$ cat config.mk
export PLATFORM = sky130hd
export DESIGN_NAME = dscpq_ram
export DESIGN_NICKNAME = d
export VERILOG_FILES = /design/src/hw/rtl/dscpq_ram.sv
export SDC_FILE = /design/constraint.sdc
export NUM_CORES = 1
export LEC_CHECK = 0
export BUFFER_PORTS_ARGS = -buffer_cell sky130_fd_sc_hd__buf_2
export CELL_PAD_IN_SITES_DETAIL_PLACEMENT = 2
export CELL_PAD_IN_SITES_GLOBAL_PLACEMENT = 2
export CORE_MARGIN = 1
export CORE_UTILIZATION = 52
export CTS_CLUSTER_SIZE = 24
export DETAILED_ROUTE_END_ITERATION = 10
export PLACE_DENSITY = 0.87
export SETUP_SLACK_MARGIN = 0.3
export SYNTH_ARGS = -nofsm -noshare
export SYNTH_HDL_FRONTEND = slang
export SYNTH_SLANG_ARGS = --single-unit
$ cat constraint.sdc
create_clock -name i_clk -period 5 [get_ports i_clk]
set_input_delay 1 -clock i_clk [delete_from_list [all_inputs] [get_ports i_clk]]
set_output_delay 1 -clock i_clk [all_outputs]
set_load 0.03 [all_outputs]
$ cat src/hw/rtl/dscpq_ram.sv
// Generic simple dual-port RAM with registered read data.
module dscpq_ram #(
    parameter int WIDTH = 8,
    parameter int DEPTH = 16
) (
    input  logic                     i_clk,
    input  logic                     i_we,
    input  logic [$clog2(DEPTH)-1:0] i_waddr,
    input  logic [WIDTH-1:0]         i_wdata,
    input  logic                     i_re,
    input  logic [$clog2(DEPTH)-1:0] i_raddr,
    output logic [WIDTH-1:0]         o_rdata
);

    logic [WIDTH-1:0] r_mem [DEPTH];
    logic [WIDTH-1:0] r_rdata;

    always_ff @(posedge i_clk) begin
        if (i_we) begin
            r_mem[i_waddr] <= i_wdata;
        end
        if (i_re) begin
            r_rdata <= r_mem[i_raddr];
        end
    end

    assign o_rdata = r_rdata;

endmodule

# Word-level counts from Yosys, hierarchy flattened
# Memories as Yosys holds them, arrays and structs flattened. A register that Yosys moved wholly into a read port is not among the register bits.
# Cells that the tools add are included.
[totals]
word_cells = 3
ramBits = 128
inputBits = 19
register_bits = 0
mem_count = 1
[memory_table]
columns = ["memory", "depth", "width", "rd", "rd_ports_with_merged_regs", "write_ports", "line", "rtl"]
rows = [
  ["r_mem", 16, 8, 1, 1, 1, "15", "logic [WIDTH-1:0] r_mem [DEPTH];"],
]
[classes]
muxes = 2
[op_table]
columns = ["operator", "n"]
rows = [
  ["$mux W1", 2],
]

# Logic depth before layout (Yosys ltp)
[depth]
ltp_word = 2
mapped_depth = 5

# Worst setup path before layout
# No wires, ideal clock.
[synth_path]
path_type = "input -> register"
startpoint = "input i_waddr[2]"
endpoint = "memory r_mem[0][0], enable pin"
cell_stages = 2
path_slack_ns = 2.507
path_buffers = 0
required_ns = 4.617
t_arrival_ns = 2.110
path_cell_list = "or3b_2 > nor3_1"
[synth_rtl]
columns = ["element", "line", "rtl"]
rows = [
  ["from (decl)", "8", "input logic [$clog2(DEPTH)-1:0] i_waddr,"],
  ["to (decl)", "15", ""],
]
# No word-level cell before the write port.

==> metrics.md <==
| Metric | Value |
|---|---|
| Outcome | complete, no violations |
| WHS Path Cells | 3 |
| Clock sinks | 136 |
| P_leak | 2.00 nW |
| CTS tree | done |
| Total detailed-routing wirelength | 14.4 mm |
| Detailed-route wire length per cell | 34.9 um |
| Post-Route Hold Slack | 0.794 ns |
| Final setup violation count | 0 |
| Post-detail-place hpwl | 8.55 mm |
| Buffers inserted by post-CTS timing repair | 0 |
| Fin Clk Skew | 0.0109 ns |
| DRC violations left | 0 |
| Areal power density over the cells | 448 mW/mm^2 |
| Layout cell share with drive strength beyond 1 | 0.283 |
| FF+latch count, synth | 136 |
| Met3 WL | 1.01 mm |
| Yosys warns | 0 |
| Mean instance size in the synthesized netlist | 22.8 sq um |
| Sequential element share of the synthesized area | 0.781 |
| Crit. End Element | register |
| Overflow left after global routing | 0 |
| Number of global-route vias before repair | 2831 |
| Max capacitance violation total | 0 |
| Htree depth | 4 |
| FF-to-FF path depth | 3 |
| Detailed-routing iteration count for the pre-antenna-repair pass | 4 |
| Site Rows | 36 |
| DRT iter0 DRCs | 203 |
| Worst-path maximum fanout | 32 |
| Count of hold-fix buffers inserted at cts | 0 |
| Final instance area | 0.00605 sq mm |
| Die X-Extent | 102 um |
| Ports placed on the boundary | 27 |
| Data required time of the worst path | 5.27 ns |
| Cell area after synthesis | 0.00523 sq mm |
| Post-route total power | 2.71 mW |
| GR Util All Layers | 0.307 |
| Area of the placeable core | 0.00977 sq mm |
| Clock-pin slew on the worst setup and hold paths | 0.06 ns |
| TritonCTS buffer count | 17 |
| Max Fclk | 0.370 GHz |
| Final count of hold timing violations | 0 |
| Insertion delay of the later-clocked pin in the worst-skew pair | 0.53 ns |
| Starting density of the core | 0.535 |
| Maximum buffer depth of the clock tree | 2 |
| Uppermost routed layer | met4 |
| Diodes inserted | 0 |
| Highest ir drop seen on vdd | 318 uV |
| Area of the die | 0.0105 sq mm |
| Synthesized instance count | 229 |
| Accumulated negative setup slack | 0 ns |
| Arrival time at the worst endpoint | 2.97 ns |
| IO Port Bufs | 26 |
| HP Class | reg2reg |
| Cell at the root of the clock tree | sky130_fd_sc_hd__clkbuf_8 |
| Pin count of the biggest net entering global routing | 33 |
| Number of cells in the design after placement | 380 |
| Layout net count | 285 |
| Post-CTS sizing | 0 |
| Via total after detailed routing | 2588 |
| Type of the worst setup path | in2reg |
| Number of distinct library cells after synthesis | 18 |
| Slew headroom | 0.246 |
| Min Clock Period, post-route | 2.70 ns |
| Met2 wire len | 7.54 mm |
| GP Congestion | 0.738 |
| Final count of pins violating max slew | 0 |
| Vertical die dimension | 102 um |
| Total routed wire length on the met1 layer | 5.63 mm |
| Instance area at placement | 0.00546 sq mm |
| Area growth syn-to-layout | 15.8% |
| Transition time at the pin with the least slew margin | 1.13 ns |
| RSZ-0062 raised after global routing | false |
| First-pass GRT wire length | 20.5 mm |
| Post-detailed-route count of antenna-violating nets | 0 |
| Via density per instance | 6.28 |
| Initial antenna violation count | 0 |
| Final period utilization | 0.540 |
| Finished Layout Cells | 412 |
| Net count after synthesis | 248 |
| Startpoint type of the worst setup path | input pin |
state kept, by name, summed over array words and instances (netlist names):
register  flops
r_mem       128
o_rdata       8
through the flow:
stage,worst slack [ns],util
6_report,2.30,0.619
5_1_grt,2.17,0.619
4_1_cts,2.28,0.619
3_5_place_dp,1.71,0.559
3_3_place_gp,1.85,0.559
2_1_floorplan,2.51,-
Yosys cell counts:
cell                              instances  area share
sky130_fd_sc_hd__edfxtp_1               136        0.78
sky130_fd_sc_hd__or3b_2                   1      0.0017
sky130_fd_sc_hd__buf_2                    3      0.0029
sky130_fd_sc_hd__mux4_1                  14       0.070
sky130_fd_sc_hd__nand3_1                  1     0.00096
sky130_fd_sc_hd__nor3_1                   4      0.0038
sky130_fd_sc_hd__buf_4                    1      0.0014
sky130_fd_sc_hd__clkdlybuf4s25_2          3      0.0057
sky130_fd_sc_hd__and2_1                   1      0.0012
sky130_fd_sc_hd__nor2_1                  13      0.0093
sky130_fd_sc_hd__mux4_2                  18       0.078
sky130_fd_sc_hd__nand3b_1                 2      0.0029
sky130_fd_sc_hd__and2b_1                  1      0.0014
sky130_fd_sc_hd__nor2b_1                  1      0.0012
sky130_fd_sc_hd__nand2b_1                 2      0.0024
sky130_fd_sc_hd__a22oi_1                 16       0.023
sky130_fd_sc_hd__nand2_1                  9      0.0065
sky130_fd_sc_hd__buf_6                    3      0.0065
path summary, 6_finish.rpt:
path,to,from,slack [ns]
worst max-delay path,o_rdata[4]$_DFFE_PP_,i_raddr[0],2.30
worst min-delay path,o_rdata[4]$_DFFE_PP_,r_mem[6][4]$_DFFE_PP_,0.79
worst max register to register,o_rdata[4]$_DFFE_PP_,r_mem[8][4]$_DFFE_PP_,3.36
worst min register to register,o_rdata[4]$_DFFE_PP_,r_mem[6][4]$_DFFE_PP_,0.79
power by group:
group	internal, mW	leakage (nW)	total [mW]	switching (mW)
logic	0.0448	0.486	0.133	0.0879
registers	1.28	1.24	1.30	0.0116
clock network	0.763	0.276	1.28	0.517
total	2.09	2.00	2.71	0.616
area by class of cell:
cell class                 instances  area [sq um]
fill                             752          3720
clock inverter                    14           173
multi-input combinational         83          1070
tap                              133           166
clock buffer                      18           418
sequential                       136          4080
timing repair buffer              28           145
per-layer routing:
metal | up-vias | GRT usage
met5 | - | 0
met4 | 0 | 0.105
met3 | 15 | 0.0663
met2 | 141 | 0.507
met1 | 1377 | 0.410
li1 | 1055 | -
placed cells by master (no fill, tap or decap), types with 2 or more instances in the layout:
cell type                    netlist  routed
sky130_fd_sc_hd__nand2b_1          2       2
sky130_fd_sc_hd__mux4_1           14      14
sky130_fd_sc_hd__nor3_1            4       2
sky130_fd_sc_hd__nand3b_1          2       2
sky130_fd_sc_hd__nand2_1           9       9
sky130_fd_sc_hd__clkbuf_16         0      16
sky130_fd_sc_hd__mux4_2           18      18
sky130_fd_sc_hd__clkinv_4          0       2
sky130_fd_sc_hd__a22oi_1          16      16
sky130_fd_sc_hd__nor3_2            0       2
sky130_fd_sc_hd__buf_2             3      26
sky130_fd_sc_hd__clkinvlp_4        0       4
sky130_fd_sc_hd__bufinv_16         0       3
sky130_fd_sc_hd__edfxtp_1        136     136
sky130_fd_sc_hd__buf_4             1       2
sky130_fd_sc_hd__nor2_1           13      13
sky130_fd_sc_hd__inv_6             0       3
cells by family (layout without fill, tap and decap cells):
kind of cell	after synthesis	in the layout	synth area share
flip-flops	136	136	0.781
AND/OR/NAND/NOR	35	35	0.0314
multiplexers	32	32	0.148
AO/OA/AOI/OAI	16	16	0.0230
buffers and inverters	10	60	0.0165
critical path: stages:
cell	delay [ns]
sky130_fd_sc_hd__buf_2	0.80
sky130_fd_sc_hd__mux4_1	0.71
sky130_fd_sc_hd__a22oi_1	0.35
sky130_fd_sc_hd__nand2_1	0.10
(Power assumes the default switching activity.)
