<file path="src/hw/rtl/dscpq_pkg.sv">
// Shared types, constants and field layouts for the DSCP strict-priority queue.
package dscpq_pkg;

    // Default sizing of the queue.
    localparam int DEF_MAX_BANDS  = 8;
    localparam int DEF_BAND_DEPTH = 64;

    // Field widths.
    localparam int FUNC_W   = 2;
    localparam int DSCP_W   = 6;
    localparam int PORT_W   = 16;
    localparam int TAG_W    = 16;
    localparam int BAND_W   = 3;
    localparam int BCOUNT_W = 4;
    localparam int ENTRY_W  = DSCP_W + TAG_W;

    // Stream and configuration port widths.
    localparam int S_TDATA_W = 40;
    localparam int S_TUSER_W = FUNC_W;
    localparam int M_TDATA_W = 32;
    localparam int M_TUSER_W = 1;
    localparam int CFG_IDX_W = 3;
    localparam int CFG_DAT_W = 23;

    localparam int NUM_RULES = 3;

    localparam logic [DSCP_W-1:0] DSCP_REMARK = 6'd22;
    localparam logic [DSCP_W-1:0] DSCP_EF     = 6'd46;

    // Configuration register indexes.
    localparam logic [CFG_IDX_W-1:0] CFG_BAND_RULE_0 = 3'd0;
    localparam logic [CFG_IDX_W-1:0] CFG_BAND_RULE_1 = 3'd1;
    localparam logic [CFG_IDX_W-1:0] CFG_BAND_RULE_2 = 3'd2;
    localparam logic [CFG_IDX_W-1:0] CFG_PORT_RULE_0 = 3'd3;
    localparam logic [CFG_IDX_W-1:0] CFG_PORT_RULE_1 = 3'd4;
    localparam logic [CFG_IDX_W-1:0] CFG_PORT_RULE_2 = 3'd5;
    localparam logic [CFG_IDX_W-1:0] CFG_BAND_COUNT  = 3'd6;

    typedef enum logic [FUNC_W-1:0] {
        FUNC_ENQ  = 2'd0,
        FUNC_DEQ  = 2'd1,
        FUNC_PEEK = 2'd2
    } t_func;

    typedef struct packed {
        logic              valid;
        logic [DSCP_W-1:0] dscp;
        logic [BAND_W-1:0] band;
    } t_band_rule;

    typedef struct packed {
        logic              valid;
        logic [PORT_W-1:0] port;
        logic [DSCP_W-1:0] dscp;
    } t_port_rule;

    typedef struct packed {
        logic [DSCP_W-1:0] dscp;
        logic [BAND_W-1:0] band;
    } t_class_res;

    localparam t_band_rule BAND_RULE_0_RST = 10'd522;
    localparam t_band_rule BAND_RULE_1_RST = 10'd532;
    localparam t_band_rule BAND_RULE_2_RST = 10'd0;
    localparam t_port_rule PORT_RULE_0_RST = 23'd4711470;
    localparam t_port_rule PORT_RULE_1_RST = 23'd4711492;
    localparam t_port_rule PORT_RULE_2_RST = 23'd0;
    localparam logic [BCOUNT_W-1:0] BAND_COUNT_RST = 4'd2;

endpackage

</file>
<file path="src/hw/rtl/dscpq_classify.sv">
// DSCP remarking by UDP port and DSCP-to-band classification for enqueues.
module dscpq_classify
    import dscpq_pkg::*;
#(
    parameter int CW = 4
) (
    input  t_band_rule [NUM_RULES-1:0] i_band_rules,
    input  t_port_rule [NUM_RULES-1:0] i_port_rules,
    input  logic [DSCP_W-1:0]          i_dscp,
    input  logic [PORT_W-1:0]          i_port,
    input  logic [CW-1:0]              i_active,
    output t_class_res                 o_res
);

    logic [DSCP_W-1:0] remarked;
    logic [DSCP_W-1:0] dscp;
    logic [BAND_W-1:0] band;

    always_comb begin
        // Walk the rules downward so the lowest-numbered match wins.
        remarked = DSCP_EF;
        for (int r = NUM_RULES - 1; r >= 0; r--) begin
            if (i_port_rules[r].valid && i_port_rules[r].port == i_port) begin
                remarked = i_port_rules[r].dscp;
            end
        end
        dscp = (i_dscp == DSCP_REMARK) ? remarked : i_dscp;

        band = '0;
        for (int r = NUM_RULES - 1; r >= 0; r--) begin
            if (i_band_rules[r].valid && i_band_rules[r].dscp == dscp) begin
                band = i_band_rules[r].band;
            end
        end
        if (CW'(band) >= i_active) begin
            band = BAND_W'(i_active - CW'(1));
        end

        o_res.dscp = dscp;
        o_res.band = band;
    end

endmodule

</file>
<file path="config.mk">
export PLATFORM = sky130hd
export DESIGN_NAME = dscpq_classify
export DESIGN_NICKNAME = d
export VERILOG_FILES = /design/src/hw/rtl/dscpq_pkg.sv /design/src/hw/rtl/dscpq_classify.sv
export SDC_FILE = /design/constraint.sdc
export NUM_CORES = 1
export LEC_CHECK = 0
export ABC_AREA = 1
export BUFFER_PORTS_ARGS = -buffer_cell sky130_fd_sc_hd__buf_2
export CAP_MARGIN = 5
export CORE_MARGIN = 2
export CORE_UTILIZATION = 28
export DETAILED_ROUTE_END_ITERATION = 10
export PLACE_DENSITY = 0.66
export SLEW_MARGIN = 5
export SYNTH_ARGS = -nofsm -noshare
export SYNTH_HDL_FRONTEND = slang
export SYNTH_SLANG_ARGS = --single-unit
</file>
<file path="constraint.sdc">
create_clock -name vclk -period 3.8
set_input_delay 0.19 -clock vclk [all_inputs]
set_output_delay 0.19 -clock vclk [all_outputs]
set_load 0.02 [all_outputs]
</file>
Yosys cells after proc, flatten, opt, wreduce, memory -nomap -nowiden
Index checks and enable logic that the tools add are counted.
{"block": "op_classes", "addsub": 1, "multipliers": 0, "div_mod_pow": 0, "order_cmp": 1, "eq_ne": 7, "n_shift": 0, "mux": 8, "n_bitwise": 0, "n_reduce_logical": 6}
{"cell": "16-bit equality test", "n": 3}
{"cell": "6-bit two-way mux", "n": 4}
{"cell": "6-bit equality test", "n": 3}
{"cell": "3-bit two-way mux", "n": 4}
{"cell": "6-bit by 5-bit equality test with 1-bit output, second input constant", "n": 1}
{"cell": "1-bit logical AND", "n": 6}
{"cell": "3-bit by 4-bit >= comparator with 1-bit output", "n": 1}
{"cell": "3-bit by 1-bit subtractor with 3-bit output, second input constant", "n": 1}
{"block": "word_totals", "register_bits": 0, "latch_bits": 0, "ramBits": 0, "mem_bits_ro": 0, "in_bits": 125, "output_inout_bits": 9, "elab_cells": 23, "mem_count": 0}

Depth between registers and ports, before layout
{"block": "logic_depth", "word_depth": 13, "ltp_mapped": 32, "mapped_depth_nobuf": 32}

Worst setup path before layout
No wires, ideal clock.
{"block": "synth_path", "path_kind": "input -> output", "startpoint": "input i_port[4]", "endpoint": "output o_res[1] (netlist bit)", "arrival_ns": 3.016, "required_time_ns": 3.610, "setup_slack_ns": 0.594, "stages": 25, "n_path_buf": 0, "cell_sequence": "inv_1 > or2_2 > nand4_1 > nor2_2 > nand2_2 > nor2_4 > nor2_1 > nand2_1 > nand2_1 > nand2_1 > nand2_1 > nand3_1 > nor2_2 > nand3_1 > nand3_1 > nand2_1 > and2_1 > ha_1 > o21ai_0 > inv_1 > o21ai_0 > a21oi_1 > inv_1 > or2_2 > nand2_1"}
{"element": "from (decl)", "line": "dscpq_classify.sv:10", "rtl": "input logic [PORT_W-1:0] i_port,"}
{"element": "to (decl)", "line": "dscpq_classify.sv:12", "rtl": "output t_class_res o_res"}

==> impl_results.md <==
- Hpwl dp: between 8 and 9 mm
- Fmax achieved: between 0.2 and 0.3 GHz
- Chip Width: roughly 94 um
- Fin. Hold Viols: 0
- Slowest stage delay, CP: about 280 ps
- Layout cell share with drive strength beyond 1: 0.329
- Crit-path max FO: 4
- Worst hold start: i_active[0]
- Worst path required time: roughly 3600 ps
- Fin nets: a little under 800
- Largest family of logic cells by synthesized area: simple AND/OR/NAND/NOR gates
- Die footprint: approximately 0.0088 mm2
- Final Power: 325 uW
- Slew HR: 0.834
- Clkbuf count: 0
- Core area: around 0.008 mm2
- Initial drt markers: about 240
- Synth Area in Adders: 0.0222
- Post-Synth XOR/XNOR Area: 0.0388
- Hold path depth: 5
- First-pass GRT wire length: 14.6 mm
- Crit path max-delay family: simple AND/OR/NAND/NOR gates
- Starting Density: 0.290
- Mapped Avg Cell Area: approximately 4.5 um2
- Worst EP arrival: 3380 ps
- Vias in the first global route: 3172
- Hold-critical path endpoint: o_res[0]
- Mux cell area share after synthesis: 0
- Final period utilization: 0.938
- Vias: ~3500
- Post-Place Cells: 735
- Hold Worst Slack: 779 ps
- Drt total wl: 9.69 mm
- DR pass1 iterations: 5
- Fin. max-slew vios: 0
- Remaining antenna violation count: 0
- VDD IR max: about 0.042 mV
- Overflow after GRT: 0
- Status: complete, no violations
- Row count: 32
- Fin area: around 0.0033 mm2
- Actual slew at the worst max-slew pin: 248 ps
- Initial antenna violation count: 0
- Distinct cells, synth: 27
- WL/cell: 13.0 um
- Simple-gate share of the synthesized area: 0.725
- Final Core Density: 0.426
- Total negative setup slack: 0 ps
- FILL cells: about 880
- Ys Warns: 0
- Area post-placement: ~0.003 mm2
- Final std cells w/o fill: 746
- Slowest CP cell: or2_2
- Compound-Gate Fraction of Synth Area: 0.0422
- Remaining DRCs: 0
- Max cap viols: 0
- Fin crit period: between 3000 and 4000 ps
- Startpoint Class: primary input
- Final GP Congestion: roughly 1
- Setup-failing EPs final: 0
- # hold bufs at CTS: 0
- Mapped Cells: 500
- Largest net degree at the start of global routing: 10
- P&R area growth vs syn: 46.8%
- Crit Path Class: primary input to output pin
- Worst path bufs/invs: 6
- Die Y-Extent: approximately 94 um
- Sequential cell count: 0
- Gr usage total: 0.208
- Seq/Total Area, Yosys: 0
- P per Cell Area: 98.0 mW/mm2
- Post-Syn Area: roughly 0.0023 mm2
- Post-place setup slack: between 1.5 and 2 ps
- Diodes inserted: 0
- I/O Pins: between 100 and 150
- I/O Buffers: approximately 130
- HP Class: primary input to output pin
- Static leakage: roughly 2.1 nW
- Multi-input gate area: approximately 0.0020 mm2
- Vias per cell: 4.67
- Syn nets: 629
- Min setup slack post-route: about 230 ps
- Storage cell area: 0 um2
- Crit end category: output pin
==> cells by family after synthesis <==
family | Yosys count
AO/OA/AOI/OAI | 18
XOR/XNOR | 10
adder cells (fa/ha/maj) | 4
buffers and inverters | 103
AND/OR/NAND/NOR | 365
==> layout make-up <==
cell class,count,share of cell area
multi-input cells,398,0.611
inverters,102,0.117
well taps,102,0.0385
repair buffers,144,0.233
==> synth_stat cells (3+ instances only) <==
library cell  instances  share of area
and2_1                3         0.0083
nand4_1              18          0.050
nor2_2                8          0.022
nor2_4                3          0.015
or2_2                 4          0.011
nand2_1             211           0.35
or2_1                 3         0.0083
inv_2                13          0.022
o21ai_0               8          0.018
nor2_1               53          0.088
nand2_2              11          0.031
a21oi_1               6          0.013
xor2_1                3          0.012
xnor2_1               7          0.027
nand3_1              30          0.067
ha_1                  4          0.022
inv_1                89           0.15
nand3b_1             14          0.047
==> layer usage <==
metal / wire, um / up-vias / track usage
met5: 0 / - / 0
met4: 81 / 0 / 0.0133
met3: 857 / 8 / 0.0241
met2: 4610 / 156 / 0.377
met1: 4150 / 1507 / 0.275
li1: - / 1810 / -
==> report_power, final <==
part           leakage [nW]  internal, mW  switching [mW]  total [mW]
Combinational          2.14         0.134           0.191       0.325
Sequential                0             0               0           0
Clock                     0             0               0           0
==> worst min-delay path, delay by kind of cell <==
kind	cells	cell delay [ps]
buffers and inverters	3	290
AND/OR/NAND/NOR	2	110
==> what timing repair did <==
item / CTS / global route
endpoints found under the setup margin: 1 / 3
pin swaps: 0 / 34
gates cloned: 0 / 1
resized for setup: 1 / 52
buffers inserted: 0 / 10
==> layout by cell type, fill, tap and decap left out, drive strengths merged <==
| cell | Yosys | layout |
|---|---|---|
| a21boi | 2 | 2 |
| a21oi | 6 | 6 |
| and2 | 3 | 3 |
| and3 | 2 | 2 |
| buf | 0 | 143 |
| clkbuf | 1 | 1 |
| ha | 4 | 4 |
| inv | 102 | 102 |
| nand2 | 223 | 223 |
| nand3 | 32 | 33 |
| nand3b | 14 | 14 |
| nand4 | 18 | 18 |
| nor2 | 64 | 64 |
| nor2b | 1 | 1 |
| nor3 | 1 | 1 |
| o21ai | 10 | 10 |
| or2 | 7 | 7 |
| xnor2 | 7 | 7 |
| xor2 | 3 | 3 |
==> worst max-delay path by stage <==
stage | start | end | slack, ps | depth (start not counted)
floorplan | i_port[4] | o_res[1] | 590 | 25
global placement | i_port[14] | o_res[1] | 70 | 26
detailed placement | i_port[14] | o_res[1] | 2 | 26
CTS | i_port[10] | o_res[1] | 60 | 27
global route | i_port[14] | o_res[1] | -40 | 27
finish | i_port[11] | o_res[1] | 230 | 27
Power figures use the tool's default switching activity.
